File: config.mk
export PLATFORM = sky130hd
export DESIGN_NAME = attach_detach_event_tracker
export DESIGN_NICKNAME = d
export VERILOG_FILES = /design/src/rtl/core/adet_pkg.sv /design/src/rtl/core/attach_detach_event_tracker.sv /design/src/rtl/core/adet_front.sv /design/src/rtl/core/adet_cmd_fifo.sv /design/src/rtl/core/adet_back.sv
export SDC_FILE = /design/constraint.sdc
export NUM_CORES = 1
export LEC_CHECK = 0
export BUFFER_PORTS_ARGS = -buffer_cell sky130_fd_sc_hd__buf_2
export CELL_PAD_IN_SITES_DETAIL_PLACEMENT = 1
export CELL_PAD_IN_SITES_GLOBAL_PLACEMENT = 1
export CORE_UTILIZATION = 40
export DETAILED_ROUTE_END_ITERATION = 10
export HOLD_SLACK_MARGIN = 0.12
export PLACE_DENSITY = 0.75
export SLEW_MARGIN = 40
export SYNTH_ARGS = -nofsm -noshare
export SYNTH_HDL_FRONTEND = slang
export SYNTH_HIERARCHICAL = 1
export SYNTH_SLANG_ARGS = --single-unit
export TNS_END_PERCENT = 100
File: constraint.sdc
create_clock -name i_clk -period 3.2 [get_ports i_clk]
set_clock_uncertainty 0.15 [all_clocks]
set_input_delay 0.32 -clock i_clk [delete_from_list [all_inputs] [get_ports i_clk]]
set_output_delay 0.32 -clock i_clk [all_outputs]
set_load 0.005 [all_outputs]
File: src/rtl/core/adet_pkg.sv
// Shared types and constants for the attach/detach event tracker.
// Used by adet_front, adet_cmd_fifo, adet_back and the top level.
// No dependencies.
package adet_pkg;

    // Widths of the item fields
    localparam int unsigned FUNC_W  = 3;
    localparam int unsigned COUNT_W = 31;
    localparam int unsigned DEVID_W = 7;
    localparam int unsigned MODE_W  = 2;

    // Stream packing: input tdata is present, change_count, sink_ready
    localparam int unsigned S_TDATA_W = 40;
    localparam int unsigned M_TDATA_W = 16;
    localparam int unsigned M_TUSER_W = 2;

    // Depth of the command queue between front and back
    localparam int unsigned CMD_DEPTH = 2;
    localparam int unsigned CMD_PTR_W = $clog2(CMD_DEPTH);
    localparam int unsigned CMD_CNT_W = $clog2(CMD_DEPTH + 1);

    // Depth of the pending event queue
    localparam int unsigned EVQ_DEPTH = 2;
    localparam int unsigned EVQ_CNT_W = $clog2(EVQ_DEPTH + 1);

    // Event kinds
    localparam logic EV_ATTACH = 1'b0;
    localparam logic EV_DETACH = 1'b1;

    // Item operation codes
    typedef enum logic [FUNC_W-1:0] {
        FUNC_START = 3'd0,
        FUNC_POLL  = 3'd1,
        FUNC_OPEN  = 3'd2,
        FUNC_CLOSE = 3'd3,
        FUNC_FAIL  = 3'd4,
        FUNC_NOP   = 3'd5
    } t_func;

    // Port state
    typedef enum logic [MODE_W-1:0] {
        PORT_CLOSED = 2'd0,
        PORT_OPEN   = 2'd1,
        PORT_FAULT  = 2'd2
    } t_port;

    // Classified request handed from front to back
    typedef struct packed {
        t_func       op;
        logic [1:0]  push_n;      // events to queue: 0, 1 or 2
        logic        ev_first;    // kind of the flip away from the old level
        logic        ev_second;   // kind of the return to the old level
        logic        sink_ready;
    } t_cmd;

endpackage

File: src/rtl/core/attach_detach_event_tracker.sv
// Attach/detach event tracker, top level: front end, command queue, back end.
// Depends on adet_pkg, adet_front, adet_cmd_fifo, adet_back.
//
//  channel | dir | handshake                  | payload
//  --------+-----+----------------------------+---------------------------------
//  s       | in  | i_s_tvalid / o_s_tready    | tuser func, tdata presence sample
//  m       | out | o_m_tvalid / i_m_tready    | tuser event flags, tdata arg/mode
//  cfg     | in  | i_cfg_valid / o_cfg_ready  | device_id
//
// A request is classified by the front, written into the command queue and
// then loaded into the back-end output register, from which its first result
// appears. The back end delivers one result per cycle while the sink is ready,
// one per request, or two when it releases two events. The two-entry command
// queue lets the front keep accepting while the sink stalls. Reset is
// synchronous, active low; it clears baseline, queues, port state and device_id.
module attach_detach_event_tracker import adet_pkg::*; (
    input  logic                 i_clk,
    input  logic                 i_rst_n,
    // request stream
    input  logic                 i_s_tvalid,
    output logic                 o_s_tready,
    input  logic [S_TDATA_W-1:0] i_s_tdata,  // present, change_count[30:0], sink_ready, zeros
    input  logic [FUNC_W-1:0]    i_s_tuser,  // func
    // result stream
    output logic                 o_m_tvalid,
    input  logic                 i_m_tready,
    output logic [M_TDATA_W-1:0] o_m_tdata,  // event_arg[6:0], port_mode[1:0], zeros
    output logic [M_TUSER_W-1:0] o_m_tuser,  // event_valid, event_kind
    output logic                 o_m_tlast,
    // configuration
    input  logic                 i_cfg_valid,
    output logic                 o_cfg_ready,
    input  logic [DEVID_W-1:0]   i_cfg_data
);

    t_cmd               front_cmd;
    t_cmd               fifo_cmd;
    logic               fifo_full;
    logic               fifo_valid;
    logic               fifo_pop;
    logic               s_accept;
    logic               ev_valid;
    logic               ev_kind;
    logic [DEVID_W-1:0] ev_arg;
    logic [MODE_W-1:0]  mode;

    assign o_s_tready  = ~fifo_full;
    assign s_accept    = i_s_tvalid & o_s_tready;
    assign o_cfg_ready = 1'b1;

    adet_front u_front (
        .i_clk          (i_clk),
        .i_rst_n        (i_rst_n),
        .i_accept       (s_accept),
        .i_func         (i_s_tuser),
        .i_present      (i_s_tdata[0]),
        .i_change_count (i_s_tdata[COUNT_W:1]),
        .i_sink_ready   (i_s_tdata[COUNT_W+1]),
        .o_cmd          (front_cmd)
    );

    adet_cmd_fifo u_cmd_fifo (
        .i_clk   (i_clk),
        .i_rst_n (i_rst_n),
        .i_push  (s_accept),
        .i_cmd   (front_cmd),
        .o_full  (fifo_full),
        .i_pop   (fifo_pop),
        .o_valid (fifo_valid),
        .o_cmd   (fifo_cmd)
    );

    adet_back u_back (
        .i_clk         (i_clk),
        .i_rst_n       (i_rst_n),
        .i_cfg_we      (i_cfg_valid & o_cfg_ready),
        .i_cfg_data    (i_cfg_data),
        .i_cmd_valid   (fifo_valid),
        .i_cmd         (fifo_cmd),
        .o_cmd_pop     (fifo_pop),
        .o_valid       (o_m_tvalid),
        .i_ready       (i_m_tready),
        .o_event_valid (ev_valid),
        .o_event_kind  (ev_kind),
        .o_event_arg   (ev_arg),
        .o_port_mode   (mode),
        .o_last        (o_m_tlast)
    );

    // Pack the result fields
    assign o_m_tdata = {{(M_TDATA_W - DEVID_W - MODE_W){1'b0}}, mode, ev_arg};
    assign o_m_tuser = {ev_kind, ev_valid};

endmodule

File: src/rtl/core/adet_front.sv
// Front end: accepts requests, tracks the presence baseline, classifies
// each request into a command for the back end. Depends on adet_pkg.
module adet_front import adet_pkg::*; (
    input  logic               i_clk,
    input  logic               i_rst_n,
    input  logic               i_accept,
    input  logic [FUNC_W-1:0]  i_func,
    input  logic               i_present,
    input  logic [COUNT_W-1:0] i_change_count,
    input  logic               i_sink_ready,
    output t_cmd               o_cmd
);

    logic               r_seen_level;
    logic [COUNT_W-1:0] r_seen_count;
    logic               n_seen_level;
    logic [COUNT_W-1:0] n_seen_count;
    logic [COUNT_W-1:0] diff;
    logic               edge_seen;
    logic               two_edges;

    // Edge detection against the baseline, count difference wraps
    assign diff      = i_change_count - r_seen_count;
    assign edge_seen = (diff != '0) || (i_present != r_seen_level);
    assign two_edges = (diff[COUNT_W-1:1] != '0) && (i_present == r_seen_level);

    // Classify the request
    // a move to level 1 is an attach (kind 0), to level 0 a detach (kind 1)
    always_comb begin
        o_cmd            = '0;
        o_cmd.op         = FUNC_NOP;
        o_cmd.ev_first   = r_seen_level;
        o_cmd.ev_second  = ~r_seen_level;
        o_cmd.sink_ready = i_sink_ready;
        n_seen_level     = r_seen_level;
        n_seen_count     = r_seen_count;
        case (i_func)
            FUNC_START: begin
                o_cmd.op     = FUNC_START;
                n_seen_level = i_present;
                n_seen_count = i_change_count;
            end
            FUNC_POLL: begin
                o_cmd.op = FUNC_POLL;
                if (edge_seen) begin
                    o_cmd.push_n = two_edges ? 2'd2 : 2'd1;
                    n_seen_level = i_present;
                    n_seen_count = i_change_count;
                end
            end
            FUNC_OPEN:  o_cmd.op = FUNC_OPEN;
            FUNC_CLOSE: o_cmd.op = FUNC_CLOSE;
            FUNC_FAIL:  o_cmd.op = FUNC_FAIL;
            default:    o_cmd.op = FUNC_NOP;
        endcase
    end

    // Baseline registers
    always_ff @(posedge i_clk) begin
        if (!i_rst_n) begin
            r_seen_level <= 1'b0;
            r_seen_count <= '0;
        end else if (i_accept) begin
            r_seen_level <= n_seen_level;
            r_seen_count <= n_seen_count;
        end
    end

endmodule

File: src/rtl/core/adet_cmd_fifo.sv
// Short command queue between front and back end.
// Depends on adet_pkg for t_cmd and the queue depth.
module adet_cmd_fifo import adet_pkg::*; (
    input  logic i_clk,
    input  logic i_rst_n,
    input  logic i_push,
    input  t_cmd i_cmd,
    output logic o_full,
    input  logic i_pop,
    output logic o_valid,
    output t_cmd o_cmd
);

    t_cmd                 r_mem [CMD_DEPTH];
    logic [CMD_PTR_W-1:0] r_wr_ptr;
    logic [CMD_PTR_W-1:0] r_rd_ptr;
    logic [CMD_CNT_W-1:0] r_cnt;

    assign o_full  = (r_cnt == CMD_CNT_W'(CMD_DEPTH));
    assign o_valid = (r_cnt != '0);
    assign o_cmd   = r_mem[r_rd_ptr];

    // Storage
    always_ff @(posedge i_clk) begin
        if (i_push) begin
            r_mem[r_wr_ptr] <= i_cmd;
        end
    end

    // Pointers and fill count
    always_ff @(posedge i_clk) begin
        if (!i_rst_n) begin
            r_wr_ptr <= '0;
            r_rd_ptr <= '0;
            r_cnt    <= '0;
        end else begin
            if (i_push) begin
                r_wr_ptr <= r_wr_ptr + 1'b1;
            end
            if (i_pop) begin
                r_rd_ptr <= r_rd_ptr + 1'b1;
            end
            case ({i_push, i_pop})
                2'b10:   r_cnt <= r_cnt + 1'b1;
                2'b01:   r_cnt <= r_cnt - 1'b1;
                default: r_cnt <= r_cnt;
            endcase
        end
    end

endmodule

File: src/rtl/core/adet_back.sv
// Back end: pending event queue, port state, device id and the result
// output register. Depends on adet_pkg.
module adet_back import adet_pkg::*; (
    input  logic               i_clk,
    input  logic               i_rst_n,
    // configuration
    input  logic               i_cfg_we,
    input  logic [DEVID_W-1:0] i_cfg_data,
    // commands from the queue
    input  logic               i_cmd_valid,
    input  t_cmd               i_cmd,
    output logic               o_cmd_pop,
    // results
    output logic               o_valid,
    input  logic               i_ready,
    output logic               o_event_valid,
    output logic               o_event_kind,
    output logic [DEVID_W-1:0] o_event_arg,
    output logic [MODE_W-1:0]  o_port_mode,
    output logic               o_last
);

    logic [DEVID_W-1:0]   r_device_id;
    logic [EVQ_CNT_W-1:0] r_pend_cnt;
    logic                 r_pend [EVQ_DEPTH];
    t_port                r_port;
    // output register: results still to deliver for the current request
    logic [1:0]           r_rem;
    logic                 r_kind [2];
    logic                 r_evt;
    t_port                r_mode;

    logic [EVQ_CNT_W-1:0] n_pend_cnt;
    logic                 n_pend [EVQ_DEPTH];
    t_port                n_port;
    logic [1:0]           n_rem;
    logic                 n_evt;
    logic                 rel_kind [2];
    logic                 load;
    logic                 ev;

    assign load      = i_cmd_valid && ((r_rem == 2'd0) || ((r_rem == 2'd1) && i_ready));
    assign o_cmd_pop = load;

    // Apply one request to queue and port state
    always_comb begin
        n_pend_cnt  = r_pend_cnt;
        n_pend[0]   = r_pend[0];
        n_pend[1]   = r_pend[1];
        n_port      = r_port;
        n_rem       = 2'd1;
        n_evt       = 1'b0;
        rel_kind[0] = 1'b0;
        rel_kind[1] = 1'b0;
        ev          = 1'b0;
        case (i_cmd.op)
            FUNC_START: begin
                n_pend_cnt = '0;
                n_port     = PORT_CLOSED;
            end
            FUNC_POLL: begin
                // up to two events, each may move the port and drops the oldest when full
                for (int i = 0; i < 2; i++) begin
                    if (i_cmd.push_n > 2'(i)) begin
                        ev = (i == 0) ? i_cmd.ev_first : i_cmd.ev_second;
                        if (ev == EV_ATTACH) begin
                            if (n_port == PORT_FAULT) n_port = PORT_CLOSED;
                        end else begin
                            if (n_port == PORT_OPEN) n_port = PORT_FAULT;
                        end
                        if (n_pend_cnt < EVQ_CNT_W'(EVQ_DEPTH)) begin
                            n_pend[n_pend_cnt[0]] = ev;
                            n_pend_cnt            = n_pend_cnt + 1'b1;
                        end else begin
                            n_pend[0] = n_pend[1];
                            n_pend[1] = ev;
                        end
                    end
                end
                // release everything queued while the sink is ready
                if (i_cmd.sink_ready && (n_pend_cnt != '0)) begin
                    n_evt       = 1'b1;
                    n_rem       = 2'(n_pend_cnt);
                    rel_kind[0] = n_pend[0];
                    rel_kind[1] = n_pend[1];
                    n_pend_cnt  = '0;
                end
            end
            FUNC_OPEN:  n_port = PORT_OPEN;
            FUNC_CLOSE: n_port = PORT_CLOSED;
            FUNC_FAIL:  n_port = PORT_FAULT;
            default:    n_port = r_port;
        endcase
    end

    // Control state
    always_ff @(posedge i_clk) begin
        if (!i_rst_n) begin
            r_device_id <= '0;
            r_pend_cnt  <= '0;
            r_port      <= PORT_CLOSED;
            r_rem       <= 2'd0;
        end else begin
            if (i_cfg_we) begin
                r_device_id <= i_cfg_data;
            end
            if (load) begin
                r_pend_cnt <= n_pend_cnt;
                r_port     <= n_port;
                r_rem      <= n_rem;
            end else if (o_valid && i_ready) begin
                r_rem <= r_rem - 1'b1;
            end
        end
    end

    // Payload: queued kinds and the result register
    always_ff @(posedge i_clk) begin
        if (load) begin
            r_pend[0] <= n_pend[0];
            r_pend[1] <= n_pend[1];
            r_kind[0] <= rel_kind[0];
            r_kind[1] <= rel_kind[1];
            r_evt     <= n_evt;
            r_mode    <= n_port;
        end else if (o_valid && i_ready) begin
            r_kind[0] <= r_kind[1];
        end
    end

    assign o_valid       = (r_rem != 2'd0);
    assign o_event_valid = r_evt;
    assign o_event_kind  = r_evt & r_kind[0];
    assign o_event_arg   = r_evt ? r_device_id : '0;
    assign o_port_mode   = r_mode;
    assign o_last        = (r_rem == 2'd1);

endmodule

== Word-level counts from Yosys, hierarchy flattened ==
Memory sizes are Yosys's and may differ from the RTL's. A register that Yosys moved wholly into a read port is not among the register bits.
Index checks and enable logic that the tools add are counted.
Storage, ports and cells
  flip-flop bits (word level): 52
  RAM bits: 20
  input bits: 55
  output and inout port bits: 22
  logic and storage cells: 137
  memories kept: 3
Memories
  u_cmd_fifo.r_mem: depth 2, width 8, read ports 1, clocked after Yosys merged registers in 1, write ports 1, RTL line adet_cmd_fifo.sv:14  | t_cmd r_mem [CMD_DEPTH];
  u_back.r_kind: depth 2, width 1, read ports 2, clocked after Yosys merged registers in 0, write ports 2, RTL line adet_back.sv:29  | logic r_kind [2];
  u_back.r_pend: depth 2, width 1, read ports 2, clocked after Yosys merged registers in 0, write ports 2, RTL line adet_back.sv:25  | logic r_pend [EVQ_DEPTH];
Operators by class
  $add $sub $neg: 8
  $lt $le $gt $ge: 8
  equality and inequality tests: 19
  mux-type cells: 57
  bitwise gates (word level): 7
  reductions and logical operators: 24
Operator list (number)
  2-bit two-way mux: 31
  31-bit case mux with 2 select lines: 1
  31-bit two-way mux: 1
  31-bit nonzero test: 1
  31-bit subtractor: 1
  30-bit nonzero test: 1
  3-bit case mux with 5 select lines: 1
  1-bit two-way mux: 14
  2-bit nonzero test: 7
  3-bit by 2-bit equality test with 1-bit output, second input constant: 4
  2-bit by 1-bit equality test with 1-bit output, second input constant: 4
  2-bit equality test, second input constant: 4
  2-bit case mux with 2 select lines: 2
  2-bit case mux with 4 select lines: 1
  1-bit logical AND: 7
  7-bit two-way mux: 1
  2-bit by 1-bit adder with 2-bit output, second input constant: 3
  3-bit by 1-bit equality test with 1-bit output, second input constant: 2
  3-bit equality test, second input constant: 2
  3-bit zero test: 2
  2-bit bitwise mux: 2
  2-bit >= comparator, second input constant: 2
  2-bit by 1-bit > comparator with 1-bit output, second input constant: 2
  2-bit by 1-bit less-than comparator with 1-bit output, second input constant: 2
  17 further kinds: 25

== Logic depth before layout (Yosys ltp) ==
Gate-level depths: netlist of the first run.
  depth after elaboration: 15
  depth in mapped cells: 14
  depth with buffers taken out: 13

== Modules after synthesis ==
The synthesis of the first run kept the hierarchy.
Modules (own cells, without submodules)
  adet_front: times used 1, cells each 487, area an instance 3484.6 um2, sequential area each 640.6 um2
  adet_back: times used 1, cells each 139, area an instance 1313.8 um2, sequential area each 470.5 um2
  adet_cmd_fifo: times used 1, cells each 47, area an instance 794.5 um2, sequential area each 580.6 um2
  attach_detach_event_tracker: times used 1, cells each 14, area an instance 92.6 um2, sequential area each 0.0 um2

== Worst setup path after synthesis of the first run ==
OpenSTA, ideal clock, no wires.
  kind: input-to-reg
  from: input port i_s_tdata[1]
  to: register u_front.r_seen_count[0]
  setup time: 0.120 ns
  arrival: 3.178 ns
  setup slack: -0.248 ns
  stages: 14
  cells stage by stage: inv_1 ha_1 fa_1 nand2b_1 a21bo_1 a21o_1 a21bo_1 a211oi_2 mux2i_1 or4_4 nor4_2 nor2_1 buf_6 mux2i_1
On the way
  word-level cells in the longest chain between the ends: 5
  elaborated cells between the ends (all ways): 7
  classes of those cells: add/sub (1); eq/ne (1); mux (2); reduce/logical (3)
RTL lines
  start, declared: RTL line attach_detach_event_tracker.sv:22  | input logic [S_TDATA_W-1:0] i_s_tdata,
  31-bit subtractor: RTL line adet_front.sv:23  | assign diff = i_change_count - r_seen_count;
  31-bit nonzero test: RTL line adet_front.sv:24  | assign edge_seen = (diff != '0) || (i_present != r_seen_level);
  1-bit logical OR: RTL line adet_front.sv:24
  2-bit by 1-bit inequality test with 1-bit output (no source line)
  3-bit AND reduction (no source line)
  end signal, assigned: RTL line adet_front.sv:65  | r_seen_count <= n_seen_count;
  end, declared: RTL line adet_front.sv:15  | logic [COUNT_W-1:0] r_seen_count;
Several ways; a longest one is shown, not always the timed one. The select of a mux whose other input is x is not followed.
A chain may end at the register's enable or synchronous reset.

== Final worst setup path of the first run ==
  from: register u_front.r_seen_count[27]
  to: register u_front.r_seen_count[3]
On the way
  word-level cells in the longest chain between the ends: 5
RTL lines (RTL line)
  31-bit subtractor: adet_front.sv:23
  31-bit nonzero test: adet_front.sv:24
  1-bit logical OR: adet_front.sv:24
  2-bit by 1-bit inequality test with 1-bit output (no source line)
  3-bit AND reduction (no source line)
Every way passes these cells.

==> flow_summary.yaml, run 1 <==
yosys:
  syn_inst: 687
  async_flop_share_pct: 0
  syn_avg_cell_area_um2: 8.276
  yosysSeqAreaShare_pct: 29.75
  synth_ff_type: "dfxtp_1"
  synth_warnings: 6
  synth_area_um2: 5685
  yosysTopAreaCell: "dfxtp_1"
  synthTopCellsByArea: "dfxtp_1, edfxtp_1, nand2_1"
  synth_top_area_share_pct: 17.61
  ys_types: 80
  synth_edf_count: 23
  ys_seq_elements: 73
die:
  rows: 43
  initial_core_util_pct: 40.96
  die_h_um: 121.2
  die_area_um2: 14690
  io_pins: 77
  die_w_um: 121.2
  core-area_um2: 13880
layout:
  drive_gt1_share_pct: 32.44
  final_util_pct: 58.29
  area_delta_synth_final_pct: 42.32
  num-nets-final: 977
  n_antenna_cell: 0
hold_path:
  holdPathStages: 3
  min_delay_worst_endpoint: "u_front/r_seen_level"
  hold_path.class: "in -> reg"
  min_from: "i_s_tdata[0]"
grt:
  grt_pass1_vias: 6260
  antenna_found_initial: 0
  overflow: 0
  track_usage_pct: 25.81
  grt_max_degree: 49
  grt_pass1_wl_mm: 30.00
routing:
  vias_per_cell: 5.679
  ant_nets: 0
  routedWlPerCell_um: 19.56
  drtPass1Iterations: 5
  vias: 6082
  drc: 0
  drtIter0Drc: 357
  wirelength_mm: 20.95
clock_tree:
  cts_tree: "yes"
  clock_latency_ns: 0.35
  cts_sinks: 73
  h-tree-depth: 3
  cts-buffers-inserted: 9
  root_buffer: "clkbuf_16"
  clk_pin_slew_ns: 0.06
  clock_path_buffers: 2
sta:
  slew_headroom_pct: 49.38
  grt_setup_unrepaired: "true"
  hold_viol_final: 0
  max_freq_ghz: 0.2620
  slew_violations: 0
  finalSetupTns_ns: -17.35
  tightestPinTransition_ns: 0.7566
  fin_ws_ns: -0.6166
  period_share_pct: 119.3
  setup_viol: 35
  period_minus_slack_ns: 3.817
power:
  power_density_nw_per_um2: 491.3
  power.leakage_nw: 3.325
  switching_power_mw: 1.426
  p_int_mw: 2.550
  p_clk_share_pct: 27.8
  combPwrFrac_pct: 42.6
  p_total_mw: 3.975
  p_seq_share_pct: 29.5
  swShare_pct: 35.86
  vdd_drop_max_mv: 0.1987
worst_setup_path:
  crit_type: "reg -> reg"
  path_max_fanout: 8
  r2r_start: "u_front/r_seen_count[27]"
  arrival_ns: 3.91
  critPathLaunchType: "flip-flop"
  reg2reg_depth: 13
  critPathRequiredTime_ns: 3.30
  r2r_setup_slack_ns: -0.62
  r2r-end: "u_front/r_seen_count[3]"
  endpoint_kind: "flip-flop"
placement:
  hpwl_mm: 13.37
  place.gp.congestion: 0.9100
  place_ws_ns: -0.5772
  portBuffers: 61
status:
  status: "complete, but fails checks"
  violations: "negative setup slack"
job:
  maxCapViolations: 0
metal layers:
metal  GRT usage (%)  vias to the layer above  share of wire, %
met5               0                        -                 0
met4           10.03                        0               3.8
met3           3.618                       70               3.5
met2           47.14                      182                52
met1           30.17                     3002                40
li1                -                     2828                 -
sequential cells by signal, indices dropped and copies added, names as in the netlist, 2 cells and up, named ones only:
register / cells
u_back/o_port_mode: 2
u_back/r_device_id: 7
u_back/r_kind: 2
u_back/r_pend: 2
u_back/r_pend_cnt: 2
u_back/r_port: 2
u_back/r_rem: 2
u_cmd_fifo/r_cnt: 2
u_cmd_fifo/r_mem: 16
u_front/r_seen_count: 31
how the worst max path moves through the flow:
stage                     slack [ns]  cells after the start                     start                       end
after floorplan               -0.004                     14              i_s_tdata[1]   u_front/r_seen_count[0]
after global placement         -0.44                     15              i_s_tdata[1]  u_front/r_seen_count[10]
after detailed placement       -0.58                     15              i_s_tdata[1]   u_front/r_seen_count[3]
after CTS                      -0.35                     13   u_front/r_seen_count[0]  u_front/r_seen_count[22]
after global routing           -0.70                     13  u_front/r_seen_count[27]   u_front/r_seen_count[3]
final                          -0.62                     13  u_front/r_seen_count[27]   u_front/r_seen_count[3]
synth_stat cells (3+ instances only):
library cell,n
ha_1,35
mux2i_1,43
dfxtp_1,50
o2111ai_1,4
nand2_1,120
and3_1,6
nand2b_1,9
a221oi_1,3
xnor2_1,9
buf_4,14
buf_2,6
nor2_1,33
xor2_1,9
nand3_1,14
inv_1,47
nor3_1,6
nand4_1,10
a31oi_1,4
edfxtp_1,23
mux2_2,9
a211oi_1,10
nand3b_1,3
or3_1,4
o21ai_0,32
o211ai_1,4
clkbuf_1,12
a21o_1,13
o21a_1,7
o21ai_1,4
a21oi_1,38
nor4_1,4
nor2b_1,15
buf_6,5
o211a_1,4
o31ai_1,3
and2_1,16
what timing repair did:
| action | in CTS | in global routing |
|---|---|---|
| pin swaps | 10 | 16 |
| buffers inserted | 3 | 5 |
| gates resized for setup | 16 | 56 |
| hold endpoints to repair | 39 | 0 |
| hold buffers | 37 | 0 |
| gates cloned | 1 | 1 |
| setup endpoints to repair | 35 | 35 |
cell usage in the layout (no fill, tap or decap), types with 8 or more instances in the layout:
cell / synthesis / routed
nand2_1: 120 / 118
buf_4: 14 / 117
buf_2: 6 / 61
dfxtp_1: 50 / 48
inv_1: 47 / 46
mux2i_1: 43 / 43
dlygate4sd3_1: 0 / 37
nor2_1: 33 / 29
o21ai_0: 32 / 27
ha_1: 35 / 26
edfxtp_1: 23 / 23
a21oi_1: 38 / 19
a21oi_2: 2 / 17
and2_1: 16 / 16
nor2b_1: 15 / 14
nand3_1: 14 / 14
a21o_1: 13 / 13
clkbuf_16: 0 / 11
nand4_1: 10 / 10
mux2_2: 9 / 9
xor2_1: 9 / 9
xnor2_1: 9 / 9
conb_1: 2 / 8
nand2b_1: 9 / 8
worst max-delay path: stages, from the launching register on:
cell,delay [ns]
dfxtp_1,0.34
inv_1,0.05
ha_1,0.31
a211oi_1,0.45
o21ai_0,0.24
nand2_1,0.16
o21ai_0,0.20
nor4bb_4,0.30
nand4_1,0.14
or4_4,0.53
nor4_4,0.31
nor2_4,0.13
buf_12,0.17
mux2i_1,0.24
power by group through the flow:
stage / logic, mW / registers, mW / clock network (mW)
4_1_cts: 1.57 / 1.17 / 1.13
3_5_place_dp: 1.49 / 1.19 / 0
3_3_place_gp: 1.42 / 1.18 / 0
2_1_floorplan: 1.01 / 1.16 / 0
5_1_grt: 1.84 / 1.19 / 1.16
6_report: 1.70 / 1.17 / 1.11
logic make-up (layout without fill, tap and decap cells):
logic type,Yosys count,after routing,share of synthesized area (%)
adder cells (fa/ha/maj),36,36,8.055
multiplexers,52,52,9.353
buffers and inverters,86,284,7.438
other,2,8,0.1321
AO/OA/AOI/OAI,162,162,19.76
flip-flops,73,73,29.75
XOR/XNOR,18,18,2.773
AND/OR/NAND/NOR,258,258,22.73
layout make-up:
class                      instances  area, um2
multi-input combinational        534       3988
inverter                          47      188.9
timing repair buffer             221       1683
sequential                        73       1694
fill                            1615       5789
clock inverter                     5      80.08
tap                              180      225.2
clock buffer                      11      232.7
through the flow:
step | cells | hold WS [ns] | area (um2)
after CTS | 1064 | 0.1271 | 7740
after floorplan | 693 | 0.2847 | 5786
after detailed placement | 1007 | 0.3062 | 6940
after global placement | 1007 | 0.2913 | 6940
final | 1071 | 0.1381 | 8092
after global routing | 1071 | 0.1575 | 8092
Note: power is estimated with default switching activity, not from simulation.
==> inputs of run 2 (changes only) <==
- clock period: 3.2 -> 3.1 ns (I/O delays scaled with it)
==> run 2 against run 1 <==
  * The flow still finishes with violations (negative setup slack)
  * Clock power is essentially flat
  * Clock-buffer cell count shrank 1
  * Combinational power is essentially flat
  * Non-clock buffer count shrank 9
  * First-iteration DRC count shrank 26%
  * Critical path depth is the same
  * Critical endpoint unchanged
  * Cell count shrank 0.84%
  * Fmax grew 2.0%
  * Core utilization shrank 1.5 points
  * Global-route usage grew 0.18 points
  * Power grew 1.9%
  * Register-to-register slack lost 0.03 ns
==> flow_summary.yaml, run 2 (synthesis results as in run 1) <==
status:
  status: "complete, but fails checks"
  violations: "negative setup slack"
power:
  power_density_nw_per_um2: 513.4
  power.leakage_nw: 3.257
  vdd_drop_max_mv: 0.2463
  combPwrFrac_pct: 41.8
  p_int_mw: 2.612
  switching_power_mw: 1.437
  p_seq_share_pct: 29.9
  p_clk_share_pct: 28.2
  p_total_mw: 4.049
  swShare_pct: 35.49
sta:
  slew_headroom_pct: 47.35
  period_minus_slack_ns: 3.743
  hold_slack_ns: 0.1300
  setup_viol: 35
  grt_setup_unrepaired: "true"
  hold_viol_final: 0
  finalSetupTns_ns: -20.32
  fin_ws_ns: -0.6429
  period_share_pct: 120.7
  slew_violations: 0
  max_freq_ghz: 0.2672
  tightestPinTransition_ns: 0.7869
worst_setup_path:
  slowest_stage: "or4_4"
  critPathLaunchType: "flip-flop"
  crit_type: "reg -> reg"
  endpoint_kind: "flip-flop"
  critPathRequiredTime_ns: 3.21
  max_stage_delay_ns: 0.45
  cp_cell_sequence: "inv_1 > ha_2 > a21oi_4 > nand2_1 > o211ai_1 > nand3_1 > a2111oi_4 > o22ai_1 > or4_4 > nor4_4 > nor2_4 > buf_12 > mux2i_1"
  arrival_ns: 3.85
  path_max_fanout: 15
clock_tree:
  clk_pin_slew_ns: 0.07
  clock_path_buffers: 2
  cts-buffers-inserted: 9
  clock_latency_ns: 0.35
  cts_sinks: 73
  root_buffer: "clkbuf_16"
  h-tree-depth: 3
  cts_tree: "yes"
routing:
  drtIter0Drc: 265
  drc: 0
  vias_per_cell: 5.644
  drtPass1Iterations: 5
  wirelength_mm: 20.20
  routedWlPerCell_um: 19.02
  ant_nets: 0
  vias: 5994
layout:
  num-nets-final: 968
  regMostFlops: "u_front/r_seen_count"
  reg_top3: "u_front/r_seen_count x31, u_cmd_fifo/r_mem x16, u_back/r_device_id x7"
  final_cell_count_no_fill: 1062
  largest_reg_flops: 31
  n_antenna_cell: 0
  layout_common_cells: "nand2_1, buf_4, buf_2"
  layout_commonest_cell: "nand2_1"
  drive_gt1_share_pct: 30.16
  area_delta_synth_final_pct: 38.73
grt:
  track_usage_pct: 25.99
  overflow: 0
  antenna_found_initial: 0
  grt_max_degree: 69
  grt_pass1_vias: 6354
  grt_pass1_wl_mm: 30.18
die:
  die_w_um: 121.2
  io_pins: 77
  rows: 43
  die_area_um2: 14690
  core-area_um2: 13880
  die_h_um: 121.2
  initial_core_util_pct: 40.96
placement:
  portBuffers: 61
  place_ws_ns: -0.6813
  place.gp.congestion: 0.9021
  dp.cells: 1002
  hpwl_mm: 13.48
job:
  maxCapViolations: 0
hold_path:
  hold_path.class: "in -> reg"
==> run 2: layer usage <==
| metal | vias to the layer above | global-route usage (%) | part of all wire, % |
|---|---|---|---|
| met1 | 2944 | 28.45 | 40 |
| li1 | 2801 | - | - |
| met2 | 170 | 48.25 | 52 |
| met4 | 0 | 11.73 | 4.3 |
| met3 | 79 | 4.746 | 3.5 |
| met5 | - | 0 | 0 |
==> run 2: through the flow <==
step                      util [%]  instance area (um2)
after floorplan                  -                 5781
after global placement       49.69                 6898
after detailed placement     49.69                 6898
after CTS                    55.00                 7635
after global routing         56.82                 7888
final                        56.82                 7888
==> run 2: cell type report <==
class	count	area, um2
Fill cell	1668	5993
Timing Repair Buffer	212	1580
Inverter	47	183.9
Clock inverter	6	81.33
Sequential cell	73	1693
Clock buffer	10	239.0
Multi-Input combinational cell	534	3885
Tap cell	180	225.2
==> run 2: power groups by stage <==
stage	logic [mW]	registers (mW)	clock network [mW]
finish	1.69	1.21	1.14
global placement	1.45	1.22	0
floorplan	1.05	1.20	0
detailed placement	1.53	1.23	0
global route	1.85	1.23	1.20
CTS	1.60	1.21	1.17
==> run 2: worst max-delay path, delay by kind of cell (launching register included) <==
kind / cells / cell delay [ns]
buffers and inverters: 2 / 0.24
adder cells (fa/ha/maj): 1 / 0.31
multiplexers: 1 / 0.18
AO/OA/AOI/OAI: 4 / 1.13
AND/OR/NAND/NOR: 5 / 1.28
flip-flops: 1 / 0.35
==> run 2: path summary, 6_finish.rpt <==
check	startpoint	to	slack, ns	cells after the start
max	u_front/r_seen_count[7]	u_front/r_seen_count[3]	-0.64	13
max reg2reg	u_front/r_seen_count[7]	u_front/r_seen_count[3]	-0.64	13
min reg2reg	u_front/r_seen_count[14]	u_front/r_seen_count[14]	0.31	2
min	i_s_tdata[0]	u_front/r_seen_level	0.13	3
==> run 2: timing repair <==
| action | in CTS | in global routing |
|---|---|---|
| pin swaps | 1 | 12 |
| hold endpoints to repair | 40 | 0 |
| gates resized for setup | 10 | 41 |
| gates cloned | 0 | 1 |
| endpoints found under the setup margin | 35 | 35 |
| buffers inserted | 0 | 5 |
| hold buffers | 38 | 0 |
